`src/hdl/rsas_pkg.sv`:
```
// shared types and constants of the rotated sorted array search unit
// no dependencies; imported by rsas_ctrl, rsas_datapath and the top level

package rsas_pkg;

    localparam int STORE_DEPTH_DEF = 1024;
    localparam int VALUE_W         = 32;
    localparam int POS_W           = 10;
    localparam int CMD_W           = 2;
    localparam int S_TDATA_W       = 2 * VALUE_W;
    localparam int M_TDATA_W       = 16;

    localparam logic [CMD_W-1:0] CMD_CLEAR  = 2'd0;
    localparam logic [CMD_W-1:0] CMD_APPEND = 2'd1;
    localparam logic [CMD_W-1:0] CMD_SEARCH = 2'd2;

    // controller to datapath
    typedef struct packed {
        logic take;      // input transaction accepted this cycle
        logic rd1;       // issue midpoint and low reads
        logic rd2;       // midpoint and low data back, issue high read
        logic eval;      // high data back, right-half decision
        logic load_out;  // copy search result into output register
    } rsas_cmd_t;

    // datapath to controller
    typedef struct packed {
        logic count_zero;   // store is empty
        logic hit;          // midpoint equals key
        logic left_sorted;  // low value <= midpoint value
        logic next_empty;   // range empty after this step's update
    } rsas_stat_t;

endpackage

```
`src/hdl/rsas_ctrl.sv`:
```
// controller: sequences the halving steps and owns both handshakes
// depends on rsas_pkg

module rsas_ctrl (
    input  logic                       aclk,
    input  logic                       aresetn,
    input  logic                       in_valid,
    output logic                       in_ready,
    input  logic [rsas_pkg::CMD_W-1:0] in_command,
    output logic                       out_valid,
    input  logic                       out_ready,
    output rsas_pkg::rsas_cmd_t        cmd,
    input  rsas_pkg::rsas_stat_t       stat
);
    import rsas_pkg::*;

    typedef enum logic [4:0] {
        S_IDLE   = 5'b00001,
        S_RD1    = 5'b00010,
        S_RD2    = 5'b00100,
        S_EVAL   = 5'b01000,
        S_RESULT = 5'b10000
    } state_t;

    state_t state_reg, state_next;
    logic   out_valid_reg, out_valid_next;
    logic   take;
    logic   out_free;

    assign in_ready = (state_reg == S_IDLE);
    assign take     = in_valid && in_ready;
    assign out_free = !out_valid_reg || out_ready;

    always_comb begin
        state_next     = state_reg;
        out_valid_next = out_valid_reg && !out_ready;
        cmd            = '0;
        cmd.take       = take;
        case (state_reg)
            S_IDLE: begin
                if (take && in_command == CMD_SEARCH) begin
                    state_next = stat.count_zero ? S_RESULT : S_RD1;
                end
            end
            S_RD1: begin
                cmd.rd1    = 1'b1;
                state_next = S_RD2;
            end
            S_RD2: begin
                cmd.rd2 = 1'b1;
                if (stat.hit) begin
                    state_next = S_RESULT;
                end else if (stat.left_sorted) begin
                    state_next = stat.next_empty ? S_RESULT : S_RD1;
                end else begin
                    state_next = S_EVAL;
                end
            end
            S_EVAL: begin
                cmd.eval   = 1'b1;
                state_next = stat.next_empty ? S_RESULT : S_RD1;
            end
            S_RESULT: begin
                if (out_free) begin
                    cmd.load_out   = 1'b1;
                    out_valid_next = 1'b1;
                    state_next     = S_IDLE;
                end
            end
            default: begin
                state_next = S_IDLE;
            end
        endcase
    end

    always_ff @(posedge aclk) begin
        if (!aresetn) begin
            state_reg     <= S_IDLE;
            out_valid_reg <= 1'b0;
        end else begin
            state_reg     <= state_next;
            out_valid_reg <= out_valid_next;
        end
    end

    assign out_valid = out_valid_reg;

endmodule

```
`config.mk`:
```
export PLATFORM = sky130hd
export DESIGN_NAME = rsas_ctrl
export DESIGN_NICKNAME = d
export VERILOG_FILES = /design/src/hdl/rsas_pkg.sv /design/src/hdl/rsas_ctrl.sv
export SDC_FILE = /design/constraint.sdc
export NUM_CORES = 1
export LEC_CHECK = 0
export BUFFER_PORTS_ARGS = -buffer_cell sky130_fd_sc_hd__buf_2
export CAP_MARGIN = 40
export CORE_AREA = 5 5 42 44
export CTS_BUF_LIST = sky130_fd_sc_hd__clkbuf_8
export DETAILED_ROUTE_END_ITERATION = 7
export DIE_AREA = 0 0 47 49
export HOLD_SLACK_MARGIN = 0.08
export SYNTH_ARGS = -nofsm -noshare
export SYNTH_HDL_FRONTEND = slang
export SYNTH_SLANG_ARGS = --single-unit
```
`constraint.sdc`:
```
create_clock -name aclk -period 4.1 [get_ports aclk]
set_clock_uncertainty 0.1 [all_clocks]
set_input_delay 0.82 -clock aclk [delete_from_list [all_inputs] [get_ports aclk]]
set_output_delay 0.82 -clock aclk [all_outputs]
set_load 0.005 [all_outputs]
```
# After elaboration in Yosys (flattened, before gate mapping)
# Index checks and enable logic that the tools add are counted.
# Widths: inputs -> output; s select.
[word_totals]
out_inout_bits = 7
in_bits = 10
ff_bits = 6
[op_classes]
n_reduce_logical = 7
eq_ne = 8
n_mux = 14
[ops]
columns = ["op", "count"]
rows = [
  ["$mux 5", 6],
  ["$pmux 5 s5", 1],
  ["$mux 1", 7],
  ["$eq 5x1->1 const B", 1],
  ["$eq 5x2->1 const B", 1],
  ["$eq 5x3->1 const B", 1],
  ["$eq 5x4->1 const B", 1],
  ["$eq 5x5->1 const B", 1],
  ["$logic_and 1x1->1", 3],
  ["$eq 2x2->1 const B", 1],
  ["$logic_not 1->1", 2],
  ["$ne 2x1->1 const B", 1],
  ["$ne 2x2->1 const B", 1],
  ["$reduce_and 2->1", 1],
  ["$logic_or 1x1->1", 1],
]

# Longest topological paths before layout
[depth]
depth_word = 5
ltp_mapped = 6

# Worst setup path before layout
# No wires, ideal clock.
[synth_timing]
path_kind = "input to output"
startpoint = "input out_ready"
endpoint = "output cmd[0] (netlist bit)"
arrival_time_ns = 1.094
required_time_ns = 3.180
stages = 2
path_slack_ns = 2.086
cell_sequence = "nand2b_1 > nor2b_1"
[synth_rtl]
columns = ["element", "line_no", "rtl"]
rows = [
  ["from (decl)", "rsas_ctrl.sv:11", "input logic out_ready,"],
  ["to (decl)", "rsas_ctrl.sv:12", "output rsas_pkg::rsas_cmd_t cmd,"],
]

==> metrics.md <==
| Metric | Value |
|---|---|
| Post-layout minimum cycle time | between 2 and 2.5 ns |
| Congestion Overflow GR | 0 |
| Fin. Hold Viols | 0 |
| Hold slack | 0.419 ns |
| Worst r2r src | state_reg[2]$_SDFFE_PN0P_ |
| Gpl congestion | 0.741 |
| Leakage | between 0.2 and 0.25 nW |
| Initial DRC Count | 8 |
| CP Cell Sequence | buf_2 -> nand2b_1 -> nor2b_1 -> buf_2 |
| Root buf cell | clkbuf_8 |
| Mean post-synth cell area | 8.62 µm² |
| R2R Path End | state_reg[4]$_SDFFE_PN0P_ |
| #FFs+latches synth | 6 |
| Yosys warns | 0 |
| Combinational share of power | 8.9% |
| CTS tree | built |
| DRC | 0 |
| Longest Clk Path Bufs | 2 |
| Drt first pass iters | 4 |
| Die Y | 49 µm |
| Critical Path Most Common Cell | buf_2 |
| Syn_nets | 54 |
| Post-DP HPWL | roughly 740 µm |
| N_diodes | 0 |
| Status | finished, final reports clean |
| TritonCTS Sinks | 6 |
| FP Rows | 14 |
| Slew margin rel. | 82.7% |
| Worst Setup End Kind | primary output |
| Worst Hold Depth | 2 |
| Max incr delay on CP | 0.15 ns |
| R2R Setup Slk | about 2.6 ns |
| Ports | 17 |
| Inserted Clock Buffers | 3 |
| Tot GR Track Use | 9.09% |
| Setup TNS | 0 ns |
| Routed wire per std cell | between 10 and 15 µm |
| Via count | approximately 400 |
| Worst EP required | approximately 3.2 ns |
| Worst-path fanout max | 3 |
| Die width | 47 µm |
| Switching Fraction | a little over a fifth |
| Initial antenna violation count | 0 |
| Port Buffers | 16 |
| Crit share post-route | between 50% and 60% |
| Synth cell types | 30 |
| Routed Wire Length | 930 µm |
| Setup Slack @ Placement | 1.86 ns |
| Async SR Flop Fraction | 0% |
| Vias/cell | 5.14 |
| Mapped Area | 379 µm² |
| FMAX | 448 MHz |
| Internal power | 130 µW |
| Post_cts resized | 0 |
| Critical path startpoint category | primary input |
| Area added between synthesis and finish | 34.0% |
| Final worst slack | ~1.9 ns |
| Max reg flops | 5 |
| H-tree depth | 1 |
| Number of max-cap violations | 0 |
| Cells after Synth | 44 |
| Hold path endpoint | out_valid$_SDFF_PN0_ |
| Vias in the first global route | between 300 and 400 |
| HP Class | register to register |
| Share of cells above drive strength 1 | about two fifths |
| EDFF count, synth | 0 |
| CP Class | primary input to primary output |
| Final Max Slew Viols | 0 |
| VDD IR max | between 150 and 200 µV |
| Pwr Density | 324 nW/µm² |
| Initial Utilization | ~27% |
| CP max stage cell | nand2b_1 |
| Part of the power in registers | 36.5% |
| Die area | 2300 µm² |
| First-pass GRT wire length | 1450 µm |
| Post-synthesis sequential area ratio | 31.7% |
| Worst r2r path cells | 5 |
| RSZ-0062 raised after global routing | no |
| Hold Path Origin | out_valid$_SDFF_PN0_ |
| Clock-pin slew on the worst setup and hold paths | about 0.04 ns |
| Clock group share of total power | 54.6% |
| NetSw | about 34 µW |
| Nets | 73 |
| Synth Flop Type | dfxtp_1 |
| Post-CTS Repair Setup Buffers | 0 |
| Final Setup Violations | 0 |
| Largest net degree at the start of global routing | 8 |
| Clock Latency Late Sink | 0.22 ns |
| CORE AREA | 1400 µm² |
| Antenna-violating nets left | 0 |
| Worst-Margin Slew | 0.256 ns |
| Crit path DAT | between 1 and 1.5 ns |
| Hold-fix buffer count after cts | 0 |
-- synthesized netlist by cell type, drive strengths merged, types with 2 or more instances --
cell type,n,area share (%)
nor2,6,6.6
buf,2,3.3
o21ai,2,2.6
a21boi,2,4.0
nand3b,2,4.0
dfxtp,6,32
nor4b,2,6.3
and3,4,8.6
nand2,2,2.0
nand2b,2,3.3
-- worst max path at each step --
| stage | start | end | slack [ns] | cells after the start |
|---|---|---|---|---|
| 6_report | out_ready | cmd[0] | 1.87 | 4 |
| 5_1_grt | out_ready | cmd[0] | 1.84 | 4 |
| 4_1_cts | out_ready | cmd[0] | 1.86 | 4 |
| 3_5_place_dp | out_ready | cmd[0] | 1.86 | 4 |
| 3_3_place_gp | out_ready | cmd[0] | 1.88 | 4 |
| 2_1_floorplan | out_ready | cmd[0] | 2.09 | 2 |
-- routing by layer --
layer	part of all wire [%]	GRT usage, %
met3	3.9	2.21
met1	43	9.91
met2	49	12.9
met5	0	0
met4	4.4	9.68
-- power groups by stage --
stage                     combinational, mW  sequential, mW  clock, mW
after global placement               0.0146          0.0611          0
final                                0.0146          0.0602     0.0899
after floorplan                     0.00812          0.0608          0
after CTS                            0.0147          0.0601     0.0919
after detailed placement             0.0146          0.0610          0
after global routing                 0.0161          0.0602     0.0969
-- layout by cell type (no fill, tap or decap) --
cell type  instances
buf_2             16
dfxtp_1            6
nor2_1             5
clkbuf_8           3
and3_2             2
nand2b_1           2
nand3b_1           2
nand2_1            2
o21ai_0            2
nor2_2             1
and3_4             1
nor3_1             1
and3b_2            1
and3_1             1
and2_1             1
nand3_1            1
nor2b_1            1
and4b_1            1
xor2_1             1
nor4b_1            1
a221o_1            1
inv_1              1
a31oi_1            1
mux2i_1            1
nand4b_1           1
a22oi_1            1
a21boi_1           1
o21a_1             1
a21boi_0           1
nor4b_2            1
-- worst max-delay path: cells and delay by family --
| family | cells | cell delay (ns) |
|---|---|---|
| simple gates | 2 | 0.28 |
| buf+inv | 2 | 0.21 |
-- cell type report --
| cell class | instances | area [µm²] |
|---|---|---|
| Fill cell | 149 | 893 |
| Multi-Input combinational cell | 35 | 243 |
| Sequential cell | 6 | 120 |
| Timing Repair Buffer | 16 | 80.1 |
| Clock buffer | 3 | 41.3 |
| Tap cell | 16 | 20.0 |
| Inverter | 1 | 3.75 |
-- cells by family (layout without fill, tap and decap cells) --
logic type / Yosys count / in the layout / share of synthesized area (%)
xor gates and xnor gates: 1 / 1 / 2.31
and+or+nand+nor: 25 / 25 / 44.2
DFF: 6 / 6 / 31.7
AOI/OAI and AO/OA: 8 / 8 / 14.9
muxes: 1 / 1 / 2.64
buffers and inverters: 3 / 20 / 4.29
-- per-stage QoR --
stage,instances,cell area [µm²],total power [mW],util (%)
after floorplan,44,379,0.0690,-
after global placement,74,467,0.0757,33.3
after detailed placement,74,467,0.0757,33.3
after CTS,77,508,0.167,36.3
after global routing,77,508,0.173,36.3
final,77,508,0.165,36.3
Note: power is estimated with default switching activity, not from simulation.
